## src/rtl/grts_pkg.sv

```systemverilog
// grts_pkg: types, constants and character-class helpers for the group
// reference token scanner. No dependencies.
package grts_pkg;

    localparam int unsigned TokenLen    = 6;
    localparam int unsigned WindowDepth = 7;
    localparam int unsigned RefWidth    = 8 * TokenLen;
    localparam logic [7:0]  DashCode    = 8'h2D;

    // Actions carried by an input word
    localparam logic ACT_CHAR = 1'b0;
    localparam logic ACT_END  = 1'b1;

    // One accepted input word as seen by the scan core
    typedef struct packed {
        logic       take;
        logic       action;
        logic [7:0] char_code;
    } t_scan_in;

    // Result of the end-of-string word
    typedef struct packed {
        logic                found;
        logic [RefWidth-1:0] ref_text;
    } t_scan_res;

    function automatic logic is_letter(input logic [7:0] c);
        return (c >= 8'h41 && c <= 8'h5A) || (c >= 8'h61 && c <= 8'h7A);
    endfunction

    function automatic logic is_digit(input logic [7:0] c);
        return c >= 8'h30 && c <= 8'h39;
    endfunction

    function automatic logic is_alnum(input logic [7:0] c);
        return is_letter(c) || is_digit(c);
    endfunction

    // Lower-case letters drop bit 5; everything else passes
    function automatic logic [7:0] to_upper(input logic [7:0] c);
        return (c >= 8'h61 && c <= 8'h7A) ? (c & 8'hDF) : c;
    endfunction

endpackage

```

## src/rtl/grts_if.sv

```systemverilog
// grts_if: valid/ready channel interfaces for the token scanner.
// Depends on nothing.
interface grts_in_if;
    logic       valid;
    logic       ready;
    logic       action;
    logic [7:0] char_code;

    modport source (output valid, output action, output char_code, input ready);
    modport sink   (input valid, input action, input char_code, output ready);
endinterface

interface grts_out_if;
    logic        valid;
    logic        ready;
    logic        found;
    logic [47:0] ref_text;

    modport source (output valid, output found, output ref_text, input ready);
    modport sink   (input valid, input found, input ref_text, output ready);
endinterface

```

## src/rtl/grts_scan.sv

```systemverilog
// grts_scan: seven-character window, match check and first-match capture.
// Depends on grts_pkg.
module grts_scan (
    input  logic               i_clk,
    input  logic               i_rst_n,
    input  grts_pkg::t_scan_in  i_step,
    output grts_pkg::t_scan_res o_res
);
    import grts_pkg::*;

    logic [7:0]          r_win [WindowDepth];
    logic [2:0]          r_seen;
    logic                r_latched;
    logic [RefWidth-1:0] r_captured;

    logic                right_ok;
    logic                left_ok;
    logic                pattern_ok;
    logic                hit;
    logic [RefWidth-1:0] packed_ref;

    // Boundary check on entry 6 and the incoming word, pattern check on entries 5..0
    always_comb begin
        right_ok   = (i_step.action == ACT_END) || !is_alnum(i_step.char_code);
        left_ok    = (r_seen == 3'(TokenLen)) || !is_alnum(r_win[6]);
        pattern_ok = is_letter(r_win[5]) && is_letter(r_win[4]) &&
                     (r_win[3] == DashCode) && is_digit(r_win[2]) &&
                     is_digit(r_win[1]) && is_digit(r_win[0]);
        hit        = !r_latched && (r_seen >= 3'(TokenLen)) && right_ok &&
                     left_ok && pattern_ok;
        packed_ref = {to_upper(r_win[5]), to_upper(r_win[4]), to_upper(r_win[3]),
                      to_upper(r_win[2]), to_upper(r_win[1]), to_upper(r_win[0])};
    end

    // Result for an end word (the top only registers it then)
    always_comb begin
        o_res.found = r_latched || hit;
        if (r_latched) begin
            o_res.ref_text = r_captured;
        end else if (hit) begin
            o_res.ref_text = packed_ref;
        end else begin
            o_res.ref_text = '0;
        end
    end

    // Window shift, count and capture; an end word clears everything
    always_ff @(posedge i_clk) begin
        if (!i_rst_n || (i_step.take && i_step.action == ACT_END)) begin
            for (int k = 0; k < WindowDepth; k++) begin
                r_win[k] <= '0;
            end
            r_seen     <= '0;
            r_latched  <= 1'b0;
            r_captured <= '0;
        end else if (i_step.take) begin
            for (int k = WindowDepth - 1; k > 0; k--) begin
                r_win[k] <= r_win[k-1];
            end
            r_win[0] <= i_step.char_code;
            if (r_seen < 3'(WindowDepth)) begin
                r_seen <= r_seen + 3'd1;
            end
            if (hit) begin
                r_latched  <= 1'b1;
                r_captured <= packed_ref;
            end
        end
    end

endmodule

```

## src/rtl/group_ref_token_scanner_unit.sv

```systemverilog
// group_ref_token_scanner_unit: top level of the token scanner.
// Depends on grts_pkg, grts_if (grts_in_if, grts_out_if) and grts_scan.
//
// Usage: feed a string on i_in one character word per cycle (action = 0),
// then one end word (action = 1). Only the end word yields a result word on
// o_out: found and the six token characters, letters upper-cased, first
// character in bits 47..40, zero when nothing matched. The scanner then
// clears its window for the next string.
// Throughput: one input word per cycle while i_in.ready is high, with the window
// update and match check combinational between the state registers and the result register.
// Latency: the result word is valid in the cycle after the end word is taken.
// The result sits in an output register; i_in.ready is low only while that
// register holds a word that the receiver has not yet taken, so a stalled
// receiver holds the scanner after one pending result.
// Reset (synchronous, active low) clears the window, the match latch and the
// output valid.
module group_ref_token_scanner_unit (
    input  logic        i_clk,
    input  logic        i_rst_n,
    grts_in_if.sink     i_in,
    grts_out_if.source  o_out
);
    import grts_pkg::*;

    t_scan_in  step;
    t_scan_res res;

    logic                r_out_valid;
    logic                r_found;
    logic [RefWidth-1:0] r_ref_text;
    logic                load_out;

    assign i_in.ready  = !r_out_valid || o_out.ready;
    assign step.take   = i_in.valid && i_in.ready;
    assign step.action = i_in.action;
    assign step.char_code = i_in.char_code;
    assign load_out    = step.take && (i_in.action == ACT_END);

    grts_scan u_scan (
        .i_clk   (i_clk),
        .i_rst_n (i_rst_n),
        .i_step  (step),
        .o_res   (res)
    );

    // Output register
    always_ff @(posedge i_clk) begin
        if (!i_rst_n) begin
            r_out_valid <= 1'b0;
        end else if (load_out) begin
            r_out_valid <= 1'b1;
        end else if (o_out.ready) begin
            r_out_valid <= 1'b0;
        end
    end

    always_ff @(posedge i_clk) begin
        if (load_out) begin
            r_found    <= res.found;
            r_ref_text <= res.ref_text;
        end
    end

    assign o_out.valid    = r_out_valid;
    assign o_out.found    = r_found;
    assign o_out.ref_text = r_ref_text;

`ifndef NO_ASSERTIONS
    // A new result only follows an accepted end word
    a_rise_after_end: assert property (@(posedge i_clk) disable iff (!i_rst_n)
        $rose(o_out.valid) |-> $past(step.take && i_in.action == ACT_END))
        else $error("result word without an end word");

    // No match means an all-zero token field
    a_zero_when_none: assert property (@(posedge i_clk) disable iff (!i_rst_n)
        (o_out.valid && !o_out.found) |-> (o_out.ref_text == '0))
        else $error("ref_text nonzero without a match");

    // A match carries the dash in the third character
    a_dash_in_match: assert property (@(posedge i_clk) disable iff (!i_rst_n)
        (o_out.valid && o_out.found) |-> (o_out.ref_text[31:24] == DashCode))
        else $error("matched token lacks the dash");

    // Reset leaves no result pending
    a_reset_clears: assert property (@(posedge i_clk)
        !$past(i_rst_n) |-> !o_out.valid)
        else $error("result valid after reset");
`endif

endmodule
```

## src/flat_wrapper.sv

```systemverilog
// flat-port wrapper written by rule: the top's interface ports become plain ports
module group_ref_token_scanner_unit_flat import grts_pkg::*;
  (i_clk, i_rst_n, i_in_valid, i_in_action, i_in_char_code, i_in_ready, o_out_valid, o_out_found, o_out_ref_text, o_out_ready);
  grts_in_if i_in_i ();
  grts_out_if o_out_i ();
  input  logic i_clk;
  input  logic i_rst_n;
  input wire logic [$bits(i_in_i.valid)-1:0] i_in_valid;
  input wire logic [$bits(i_in_i.action)-1:0] i_in_action;
  input wire logic [$bits(i_in_i.char_code)-1:0] i_in_char_code;
  output wire logic [$bits(i_in_i.ready)-1:0] i_in_ready;
  output wire logic [$bits(o_out_i.valid)-1:0] o_out_valid;
  output wire logic [$bits(o_out_i.found)-1:0] o_out_found;
  output wire logic [$bits(o_out_i.ref_text)-1:0] o_out_ref_text;
  input wire logic [$bits(o_out_i.ready)-1:0] o_out_ready;
  assign i_in_i.valid = i_in_valid;
  assign i_in_i.action = i_in_action;
  assign i_in_i.char_code = i_in_char_code;
  assign i_in_ready = i_in_i.ready;
  assign o_out_valid = o_out_i.valid;
  assign o_out_found = o_out_i.found;
  assign o_out_ref_text = o_out_i.ref_text;
  assign o_out_i.ready = o_out_ready;
  group_ref_token_scanner_unit u_core (.i_clk(i_clk), .i_rst_n(i_rst_n), .i_in(i_in_i), .o_out(o_out_i));
endmodule
```

## config.mk

```make
export PLATFORM = sky130hd
export DESIGN_NAME = group_ref_token_scanner_unit_flat
export DESIGN_NICKNAME = d
export VERILOG_FILES = /design/src/rtl/grts_pkg.sv /design/src/rtl/grts_if.sv /design/src/rtl/grts_scan.sv /design/src/rtl/group_ref_token_scanner_unit.sv /design/src/flat_wrapper.sv
export SDC_FILE = /design/constraint.sdc
export NUM_CORES = 1
export LEC_CHECK = 0
export BUFFER_PORTS_ARGS = -buffer_cell sky130_fd_sc_hd__buf_2
export CAP_MARGIN = 25
export CORE_MARGIN = 2
export CORE_UTILIZATION = 51
export CTS_CLUSTER_DIAMETER = 30
export DETAILED_ROUTE_END_ITERATION = 8
export GPL_TIMING_DRIVEN = 0
export HOLD_SLACK_MARGIN = 0.12
export PLACE_DENSITY = 0.71
export SLEW_MARGIN = 5
export SYNTH_ARGS = -nofsm -noshare
export SYNTH_HDL_FRONTEND = slang
export SYNTH_HIERARCHICAL = 1
export SYNTH_SLANG_ARGS = --single-unit
```

## constraint.sdc

```tcl
create_clock -name i_clk -period 2.7 [get_ports i_clk]
set_clock_uncertainty 0.15 [all_clocks]
set_input_delay 0.27 -clock i_clk [delete_from_list [all_inputs] [get_ports i_clk]]
set_output_delay 0.27 -clock i_clk [all_outputs]
set_load 0.02 [all_outputs]
```

# --- After elaboration in Yosys (flattened, before gate mapping) ---
# Memories as Yosys holds them, arrays and structs flattened.
# Index checks and enable logic that the tools add are counted.
totals:
  input_bits: 13
  wordCells: 122
  out_inout_bits: 51
  ram_bits: 56
  mem_count: 1
  ff_bits: 102
classes:
  reduce_logical: 47
  n_mux: 22
  eq_ne: 2
  addsub: 1
  n_bitwise: 7
  order_cmp: 36
memory_table:
  columns: ["name", "words", "word_bits", "rd", "rd_clocked_by_memory_dff", "wr", "line_no", "rtl"]
  rows:
  - ["u_core.u_scan.r_win", 7, 8, 7, 0, 7, "grts_scan.sv:11", "logic [7:0] r_win [WindowDepth];"]
op_table:
  columns: ["op", "n"]
  rows:
  - ["8-bit by 7-bit >= comparator with 1-bit output (second input constant)", 12]
  - ["8-bit by 7-bit less-or-equal comparator with 1-bit output (second input constant)", 12]
  - ["48-bit 2-to-1 mux", 2]
  - ["8-bit 2-to-1 mux", 7]
  - ["8-bit by 6-bit >= comparator with 1-bit output (second input constant)", 5]
  - ["8-bit by 6-bit less-or-equal comparator with 1-bit output (second input constant)", 5]
  - ["6-bit 2-to-1 mux", 6]
  - ["1-bit logical AND", 28]
  - ["1-bit logical OR", 11]
  - ["8-bit by 6-bit equality test with 1-bit output (second input constant)", 1]
  - ["1-bit 2-to-1 mux", 7]
  - ["1-bit bitwise OR", 7]
  - ["1-bit logical NOT", 5]
  - ["2-bit AND reduction", 2]
  - ["3-bit by 1-bit adder with 3-bit output (second input constant)", 1]
  - ["3-bit equality test (second input constant)", 1]
  - ["3-bit >= comparator (second input constant)", 1]
  - ["3-bit < comparator (second input constant)", 1]
  - ["2-bit nonzero test", 1]

# --- Logic depth before layout (Yosys ltp) ---
# Gate-level depths: netlist of run 1.
logic_depth:
  ltp_word: 11
  depth_mapped: 10
  depth_no_buf: 7

# --- Hierarchy ---
# The synthesis of run 1 kept the hierarchy.
modules_own_cells:
  columns: ["module", "instances", "seq_area_each_um2", "area_per_inst_um2", "cells_each"]
  rows:
  - ["grts_scan", 1, 2722.6, 4590.7, 398]
  - ["group_ref_token_scanner_unit", 1, 1491.4, 1542.7, 55]

# --- Worst setup path after synthesis of run 1 ---
# OpenSTA, ideal clock, no wires.
synth_path:
  path_kind: "flip-flop to flip-flop"
  from: "reg u_core.r_out_valid, in the netlist u_core/o_out.valid"
  to: "mem u_core.u_scan.r_win[0][0] (enable)"
  setup_ps: 637
  period_less_slack_ps: 2615
  t_arrival_ps: 1828
  setup_slack_ps: 85
  n_path_buf: 0
  stages_incl_launch_ff: 5
  cell_sequence: "dfxtp_1 -> nand2b_4 -> and2_4 -> inv_1 -> nand2_1"
synth_rtl:
  columns: ["element", "line_no", "rtl"]
  rows:
  - ["from (decl)", "group_ref_token_scanner_unit.sv:28", "logic r_out_valid;"]
  - ["from (signal assigned)", "group_ref_token_scanner_unit.sv:49", "r_out_valid <= 1'b0;"]
  - ["from (signal assigned)", "group_ref_token_scanner_unit.sv:51", "r_out_valid <= 1'b1;"]
  - ["from (signal assigned)", "group_ref_token_scanner_unit.sv:53", "r_out_valid <= 1'b0;"]
  - ["to (decl)", "grts_scan.sv:11", null]

==> results by group, run 1 <==
Run status
  • Outcome: completed

Worst setup path
  • CP Capture Point: u_core/o_out.ref_text[36]$_DFFE_PP_
  • Worst Reg-to-Reg Cells: 9
  • Required @ worst endpoint: around 2.8 ns
  • CP Launch Point: i_in_char_code[0]
  • R2r endpoint: u_core/o_out.ref_text[36]$_DFFE_PP_
  • Reg2Reg Setup Slack: roughly 0.19 ns
  • CP Class: in -> reg
  • Origin of the critical flop-to-flop path: u_core/u_scan/r_seen[0]$_SDFFE_PP0P_
  • Crit. End Element: flop
  • Worst EP arrival: around 2.7 ns
  • CP startpoint kind: input port
  • Crit path max fanout: 10

Floorplanning
  • Initial Util: 51.7%
  • Site row count: 40
  • Die width: 114 µm
  • Die Height: 114 µm
  • Core area: 11,900 µm²
  • DIE AREA: around 13,000 µm²
  • Io pins: 64

Clock tree
  • CTS Hold Bufs: 12
  • CTS tree: built
  • CTS-repair resized insts: 0
  • Clock Latency Late Sink: approximately 0.42 ns
  • Post-CTS setup buffers: 0
  • Clock-pin slew on the worst setup and hold paths: 0.06 ns
  • H-tree levels: 4
  • TritonCTS Sinks: between 150 and 200
  • Num CTS Buffers: 17
  • Clock Tree Root: clkbuf_16
  • Buffer depth of the longest clock path: 2

Placed design
  • Dpl ws: around 0.22 ns
  • # port buffers: 63
  • Post-Place Cells: about 670
  • DP HPWL: 7740 µm
  • Final GP Congestion: slightly below 0.8

Detailed routing
  • Final WL: roughly 12,000 µm
  • Initial DRC count: between 200 and 300
  • First-pass detailed-route iteration total: 4
  • Residual DRC: 0
  • Antenna Nets Post-Route: 0
  • Wire per inst: 16.3 µm
  • Via count: between 3,000 and 4,000
  • Via/cell ratio: between 5 and 6

Synth
  • Synth top area cells: edfxtp_1, dfxtp_1, and2_1, mux2i_1, nand2_1
  • Leading area contributor after synthesis: edfxtp_1
  • Number of synthesized flops with an enable pin: 105
  • Mapped cell area: just over 6000 µm²
  • Ys async rst share: 0%
  • Syn Inst Count: 453
  • Top FF cell, synth: edfxtp_1
  • Syn avg cell area: 13.5 µm²
  • Sequential area share after synthesis: a little under 70%
  • Post-synth cell types: 42
  • Register bit total from synthesis: roughly 160
  • Synth Net Count: roughly 470
  • Synth top area share: 51.4%
  • Ys Warns: 6

Final layout
  • Commonest non-fill, non-tap cell in the layout: edfxtp_1
  • Share of layout cells above drive strength 1: 19.1%
  • Most frequent cells in the layout: edfxtp_1, and2_1, buf_2
  • Fin cells: between 700 and 800
  • Final net count: ~560
  • ANT cells: 0
  • Layout area overhead: 19.9%

Worst hold path
  • Min-Delay Path Class: in -> reg

STA
  • Fmax achieved: between 300 and 400 MHz
  • Tmin final: ~2.5 ns
  • Setup violations, final: 0
  • Final WS setup: ~0.16 ns
  • Unrepaired setup endpoints after global routing: false
  • Final hold vios: 0
  • Tightest Pin Transition: between 0.5 and 0.6 ns
  • Max-slew headroom: 64.5%
  • Slew Limit Fails: 0
  • Fraction of the cycle the final worst path needs: roughly 94%

Global route
  • Initial antenna violation count: 0
  • Largest net degree at the start of global routing: 38
  • Total track usage: between 10% and 20%
  • Overall overflow remaining after global route: 0
  • First-pass GRT wire length: roughly 18,000 µm
  • Vias in the first global route: between 3,000 and 4,000

Run
  • Max-cap viol count: 0

Power and ir drop
  • P per Cell Area: 705 nW/µm²
  • Peak supply drop: 432 µV
  • Leak: 2.88 nW
-- logic make-up after synthesis --
| family | Yosys count | synth area share (%) |
|---|---|---|
| AO/OA/AOI/OAI | 72 | 9.02 |
| adder cells (fa/ha/maj) | 2 | 0.408 |
| buffers and inverters | 33 | 3.08 |
| flip-flops | 158 | 68.7 |
| multiplexers | 22 | 3.59 |
| AND/OR/NAND/NOR | 166 | 15.2 |
-- per-layer routing --
layer / up-vias / wire (µm) / GRT usage (%)
li1: 1827 / - / -
met1: 1877 / 5030 / 22.6
met2: 102 / 5830 / 31.9
met3: 18 / 536 / 5.31
met4: 0 / 173 / 8.05
met5: - / 0 / 0
-- critical path, stage by stage --
cell           delay (ns)
dlygate4sd3_1        0.54
buf_2                0.14
or4_1                0.53
a21oi_1              0.18
a211o_1              0.17
and4_1               0.19
buf_2                0.21
buf_2                0.25
a22o_1               0.20
-- flip-flops by register name, indices dropped and copies added (netlist names) --
| signal | count |
|---|---|
| u_core/o_out.found | 1 |
| u_core/o_out.ref_text | 48 |
| u_core/o_out.valid | 1 |
| u_core/u_scan/r_captured | 48 |
| u_core/u_scan/r_latched | 1 |
| u_core/u_scan/r_seen | 3 |
| u_core/u_scan/r_win | 56 |
-- metrics by stage --
| stage | hold WS [ns] | utilization (%) | cell area [µm²] | power, mW | setup TNS, ns |
|---|---|---|---|---|---|
| final | 0.208 | 62.0 | 7350 | 5.19 | 0 |
| after global routing | 0.218 | 62.0 | 7350 | 5.35 | 0 |
| after CTS | 0.196 | 62.0 | 7350 | 5.22 | 0 |
| after detailed placement | 0.303 | 56.3 | 6680 | 2.97 | 0 |
| after global placement | 0.293 | 55.9 | 6630 | 2.96 | -20.03 |
| after floorplan | 0.270 | - | 6130 | 2.88 | 0 |
-- report_power, final --
group          switching, mW  leakage (nW)  internal [mW]  total (mW)
logic                  0.148          1.08         0.0782       0.226
registers             0.0489          1.51           2.66        2.71
clock network          0.866         0.278           1.39        2.25
-- cell type report --
type	instances	area, µm²
plain buffers	28	170
clock buffers	22	464
clock inverters	9	92.6
fillers	912	4510
inverters	5	18.8
multi-input cells	262	1730
flip-flops and latches	158	4210
well taps	147	184
repair buffers	77	475
-- cells in the mapped netlist (4+ instances only) --
cell      number
o21a_1        13
nor2_1         6
a21o_1        12
mux2i_1       22
o21ai_0        5
edfxtp_1     105
nor3_1         4
and2_1        70
a21oi_1        7
clkbuf_1      18
dfxtp_1       53
a22o_1        23
nand2_1       55
nor3b_1       14
inv_1          5
-- worst min path at each step --
| stage | from | cells after the start | slack [ns] | endpoint |
|---|---|---|---|---|
| after floorplan | i_rst_n | 1 | 0.27 | u_core/o_out.valid$_SDFFE_PN0P_ |
| after global placement | u_core/u_scan/r_captured[11]$_SDFFE_PP0P_ | 2 | 0.29 | u_core/u_scan/r_captured[11]$_SDFFE_PP0P_ |
| after detailed placement | u_core/u_scan/r_captured[26]$_SDFFE_PP0P_ | 1 | 0.30 | u_core/u_scan/r_captured[26]$_SDFFE_PP0P_ |
| after CTS | i_in_valid | 5 | 0.20 | u_core/u_scan/r_seen[1]$_SDFFE_PP0P_ |
| after global routing | i_in_valid | 5 | 0.22 | u_core/u_scan/r_seen[1]$_SDFFE_PP0P_ |
| final | i_in_valid | 4 | 0.21 | u_core/u_scan/r_seen[2]$_SDFFE_PP0P_ |
Note: power is estimated with default switching activity, not from simulation.
==> inputs of run 2 (changes only) <==
- clock period: 2.7 -> 3.1 ns (I/O delays scaled with it)
==> run 2 against run 1 <==
Sequential power shrank 13%. Total power shrank 13%. Sequential share of layout area grew 0.078 points. Worst hold slack lost 0.038 ns. Largest cell class unchanged. Highest routed layer unchanged. Core utilization shrank 0.084 points.
==> results by group, run 2 (synthesized netlist as in run 1, its figures left out) <==
Run status
  • Outcome: completed

Power and ir drop
  • Switch Pwr: around 0.92 mW
  • Logic pwr share: 4.4%
  • Internal: 3.59 mW
  • Peak supply drop: 377 µV
  • P per Cell Area: ~620 nW/µm²
  • Flop pwr share: a little over half
  • Clock Power Share: 43.5%
  • Switch share: approximately a fifth
  • Leak: ~2.9 nW

Floorplanning
  • Die width: 114 µm
  • Core area: 11,900 µm²
  • DIE AREA: ~13,000 µm²
  • Die Height: about 110 µm
  • Site row count: 40
  • Io pins: 64
  • Initial Util: between 50% and 60%

Clock tree
  • Clock Latency Late Sink: roughly 0.42 ns
  • Clock-pin slew on the worst setup and hold paths: about 0.060 ns
  • CTS tree: built
  • Buffer depth of the longest clock path: 2
  • TritonCTS Sinks: between 150 and 200
  • Num CTS Buffers: 17
  • Clock Tree Root: clkbuf_16
  • H-tree levels: 4

Worst setup path
  • Worst EP arrival: around 2.7 ns
  • CP Capture Point: u_core/o_out.ref_text[36]$_DFFE_PP_
  • Required @ worst endpoint: about 3.2 ns
  • CP Class: in -> reg
  • CP startpoint kind: input port
  • CP Launch Point: i_in_char_code[0]
  • Crit path max fanout: 10
  • Worst Reg-to-Reg Cells: 9
  • Crit. End Element: flop
  • Reg2Reg Setup Slack: 0.60 ns
  • R2r endpoint: u_core/o_out.ref_text[36]$_DFFE_PP_
  • Origin of the critical flop-to-flop path: u_core/u_scan/r_seen[0]$_SDFFE_PP0P_

Global route
  • Total track usage: 18.8%
  • Largest net degree at the start of global routing: 38
  • Vias in the first global route: 3,709
  • Initial antenna violation count: 0
  • Overall overflow remaining after global route: 0
  • First-pass GRT wire length: about 18,000 µm

STA
  • Final hold vios: 0
  • Fraction of the cycle the final worst path needs: a little over four fifths
  • Max-slew headroom: 64.5%
  • Fmax achieved: roughly 390 MHz
  • Setup violations, final: 0
  • Tightest Pin Transition: 0.530 ns
  • Tmin final: approximately 2.6 ns
  • Unrepaired setup endpoints after global routing: false
  • Slew Limit Fails: 0

Final layout
  • Core Util, Final: 61.9%
  • Final instance area: ~7300 µm²
  • Commonest non-fill, non-tap cell in the layout: edfxtp_1
  • Share of layout cells above drive strength 1: 19.1%
  • ANT cells: 0
  • Max FFs per register: 56
  • Layout area overhead: 19.7%
  • Most flops, register: u_core/u_scan/r_win
  • # fillers: 913
  • Most frequent cells in the layout: edfxtp_1, and2_1, buf_2
  • Final net count: roughly 560

Placed design
  • # port buffers: 63
  • DP HPWL: around 7700 µm
  • Placed Area: 6680 µm²
  • Final GP Congestion: around 0.78

Detailed routing
  • Residual DRC: 0
  • Via count: approximately 3,800
  • Wire per inst: 16.3 µm
  • Via/cell ratio: ~5.4
  • First-pass detailed-route iteration total: 4
  • Initial DRC count: between 200 and 300
  • Antenna Nets Post-Route: 0
  • Final WL: around 12,000 µm

Worst hold path
  • Min-Delay Path Class: in -> reg

Run
  • Max-cap viol count: 0
-- run 2: worst min path at each step --
stage / cells past startpoint / startpoint / slack, ns / end
final: 3 / i_rst_n / 0.17 / u_core/u_scan/r_win[2][7]$_SDFFCE_PN0P_
after global routing: 3 / i_rst_n / 0.18 / u_core/u_scan/r_win[2][7]$_SDFFCE_PN0P_
after CTS: 3 / i_rst_n / 0.15 / u_core/u_scan/r_win[2][7]$_SDFFCE_PN0P_
after detailed placement: 1 / u_core/u_scan/r_captured[26]$_SDFFE_PP0P_ / 0.30 / u_core/u_scan/r_captured[26]$_SDFFE_PP0P_
after global placement: 2 / u_core/u_scan/r_captured[11]$_SDFFE_PP0P_ / 0.29 / u_core/u_scan/r_captured[11]$_SDFFE_PP0P_
after floorplan: 2 / u_core/u_scan/r_captured[0]$_SDFFE_PP0P_ / 0.28 / u_core/u_scan/r_captured[0]$_SDFFE_PP0P_
-- run 2: layer usage --
layer  vias to the layer above  track usage [%]  wire [µm]
met5                         -                0          0
met4                         0             8.05        210
met3                        24             5.31        545
met2                       101             32.0       5780
met1                      1873             22.4       5010
li1                       1825                -          -
-- run 2: worst max-delay path: stages --
cell and delay [ns]:
dlygate4sd3_1 0.54, buf_2 0.14, or4_1 0.53, a21oi_1 0.18, a211o_1 0.17, and4_1 0.19, buf_2 0.20, buf_2 0.26
a22o_1 0.21
-- run 2: power by group through the flow --
stage | sequential, mW | clock [mW] | combinational [mW]
6_report | 2.36 | 1.96 | 0.197
5_1_grt | 2.36 | 2.08 | 0.215
4_1_cts | 2.36 | 2.00 | 0.198
3_5_place_dp | 2.40 | 0 | 0.187
3_3_place_gp | 2.40 | 0 | 0.174
2_1_floorplan | 2.42 | 0 | 0.0860
-- run 2: cell type report --
| cell class | instances | area [µm²] | area share (%) |
|---|---|---|---|
| flip-flops and latches | 158 | 4210 | 57.4 |
| multi-input cells | 262 | 1730 | 23.6 |
| repair buffers | 76 | 465 | 6.34 |
| clock buffers | 22 | 464 | 6.32 |
| well taps | 147 | 184 | 2.51 |
| plain buffers | 28 | 170 | 2.32 |
| clock inverters | 9 | 92.6 | 1.26 |
| inverters | 5 | 18.8 | 0.256 |
-- run 2: metrics by stage --
stage	hold slack [ns]	cells	setup slack, ns	power (mW)	setup TNS (ns)
2_1_floorplan	0.285	453	0.485	2.50	0
3_3_place_gp	0.293	663	-0.000922	2.58	-0.00882
3_5_place_dp	0.303	665	0.619	2.59	0
4_1_cts	0.153	707	0.570	4.55	0
5_1_grt	0.180	707	0.433	4.66	0
6_report	0.170	707	0.507	4.52	0
-- run 2: timing repair --
action	CTS	global route
setup endpoints to repair	0	0
hold buffers	11	0
resized for setup	0	0
buffers inserted	0	0
hold endpoints to repair	10	0
==> inputs of run 3 (changes only) <==
- PLACE_DENSITY: 0.71 -> 0.73
- clock period: 3.1 -> 2.33 ns (I/O delays scaled with it)
==> run 3 against run 2 <==
Critical path type unchanged. Register-to-register slack lost 0.53 ns. Worst setup slack worse by 0.45 ns. Sequential power up 33%.
==> results by group, run 3 (synthesized netlist as in run 1, its figures left out) <==
Power and ir drop
  • Peak supply drop: approximately 370 µV
  • Leak: ~2.9 nW
  • P per Cell Area: about 780 nW/µm²
  • Total Power: 5.77 mW

Detailed routing
  • Antenna Nets Post-Route: 0
  • Via/cell ratio: between 5 and 6
  • Via count: 3,810
  • Final WL: about 12,000 µm
  • Initial DRC count: roughly 320
  • Wire per inst: around 16 µm
  • First-pass detailed-route iteration total: 7
  • Residual DRC: 0

Worst setup path
  • Reg2Reg Setup Slack: 0.07 ns
  • Crit path max fanout: 10
  • Crit-path cells: dlygate4sd3_1 -> buf_2 -> or4_1 -> a21oi_2 -> a211o_1 -> and4_4 -> buf_12 -> buf_12 -> nor3b_1
  • Crit. End Element: flop
  • Slowest CP cell: or4_1
  • Slowest cell delay on critical path: 0.54 ns
  • Worst Reg-to-Reg Cells: 7
  • Required @ worst endpoint: 2.46 ns
  • CP startpoint kind: input port
  • CP Class: in -> reg
  • Worst EP arrival: approximately 2.4 ns
  • Critical Path Most Common Cell: buf_12

STA
  • Slew Limit Fails: 0
  • Final hold slack: 0.161 ns
  • Setup violations, final: 0
  • Final WS setup: approximately 0.06 ns
  • Fraction of the cycle the final worst path needs: between 90% and 100%
  • Tightest Pin Transition: 0.578 ns
  • Max-slew headroom: 61.4%
  • Final hold vios: 0
  • Fmax achieved: between 400 and 500 MHz
  • Tmin final: about 2.3 ns

Floorplanning
  • Die width: around 110 µm
  • Die Height: around 110 µm
  • DIE AREA: 12,900 µm²
  • Core area: about 12,000 µm²
  • Initial Util: 51.7%
  • Site row count: 40
  • Io pins: between 60 and 70

Final layout
  • Most flops, register: u_core/u_scan/r_win
  • ANT cells: 0
  • Most frequent cells in the layout: edfxtp_1, and2_1, buf_2
  • Max FFs per register: 56
  • Fin cells: roughly 710
  • Final net count: ~570
  • Layout area overhead: 21.2%
  • # fillers: ~910
  • Share of layout cells above drive strength 1: 22.3%
  • Commonest non-fill, non-tap cell in the layout: edfxtp_1

Clock tree
  • Num CTS Buffers: 17
  • Clock Latency Late Sink: roughly 0.42 ns
  • Buffer depth of the longest clock path: 2
  • Clock-pin slew on the worst setup and hold paths: 0.05 ns
  • TritonCTS Sinks: approximately 160
  • H-tree levels: 4
  • CTS tree: built
  • Clock Tree Root: clkbuf_16

Global route
  • Vias in the first global route: 3,795
  • Overall overflow remaining after global route: 0
  • Initial antenna violation count: 0
  • Total track usage: approximately a fifth
  • Largest net degree at the start of global routing: 37
  • First-pass GRT wire length: roughly 19,000 µm

Worst hold path
  • Hold depth: 5
  • Min-Delay Path Class: in -> reg

Placed design
  • Final GP Congestion: slightly below 0.8
  • DP HPWL: about 8000 µm
  • Dpl ws: -0.155 ns
  • Post-Place Cells: between 600 and 700
  • # port buffers: 63

Run
  • Max-cap viol count: 0

Run status
  • Outcome: completed
## run 3: cell types whose count changed in the layout (fill, tap and decap cells not counted), moves of 2 or more
cell,previous run,this run
nor3b_2,0,6
and4_4,0,2
buf_2,66,64
clkbuf_2,0,2
buf_12,3,6
bufinv_16,2,0
clkinv_2,5,7
and4_1,2,0
nor3b_1,14,8
## run 3: final cells by class
class / instances / area (µm²) / share of cell area [%]
repair buffers: 81 / 536 / 7.20
plain buffers: 26 / 180 / 2.42
well taps: 147 / 184 / 2.47
inverters: 5 / 18.8 / 0.252
multi-input cells: 262 / 1800 / 24.2
clock buffers: 22 / 454 / 6.11
flip-flops and latches: 158 / 4220 / 56.7
clock inverters: 10 / 50.0 / 0.673
## run 3: timing repair
item,4_1_cts,5_1_grt
pin swaps,0,5
resized for setup,8,18
setup endpoints to repair,40,77
hold endpoints to repair,10,0
hold buffers,12,0
cloned,0,1
buffers inserted,0,3
## run 3: worst paths after layout
| check | start | endpoint |
|---|---|---|
| worst min-delay path | i_in_valid | u_core/u_scan/r_seen[1]$_SDFFE_PP0P_ |
| worst max-delay path | i_in_char_code[0] | u_core/u_scan/r_captured[45]$_SDFFE_PP0P_ |
| worst min register to register | u_core/u_scan/r_captured[41]$_SDFFE_PP0P_ | u_core/u_scan/r_captured[41]$_SDFFE_PP0P_ |
| worst max register to register | u_core/u_scan/r_win[2][14]$_SDFFCE_PN0P_ | u_core/u_scan/r_captured[45]$_SDFFE_PP0P_ |
## run 3: worst max-delay path, delay by kind of cell
family	cells	cell delay, ns
AOI/OAI and AO/OA	2	0.29
buffers and inverters	4	0.94
and+or+nand+nor	3	0.92
## run 3: stage by stage
step                      utilization (%)  setup TNS, ns  instance area [µm²]
after floorplan                         -              0                 6140
after global placement               55.9          -1.63                 6640
after detailed placement             56.3          -3.03                 6680
after CTS                            61.7              0                 7320
after global routing                 62.7       -0.00482                 7430
final                                62.7              0                 7430
## run 3: routing by layer
layer	part of all wire, %	vias up	track usage (%)
met5	0	-	0
met4	2.3	0	7.80
met3	3.9	25	5.26
met2	51	94	32.9
met1	43	1862	23.2
li1	-	1829	-
## run 3: where the power goes
part	total, mW	switching [mW]	internal (mW)
Sequential	3.14	0.0583	3.08
Combinational	0.266	0.173	0.0924
Clock	2.36	0.997	1.36
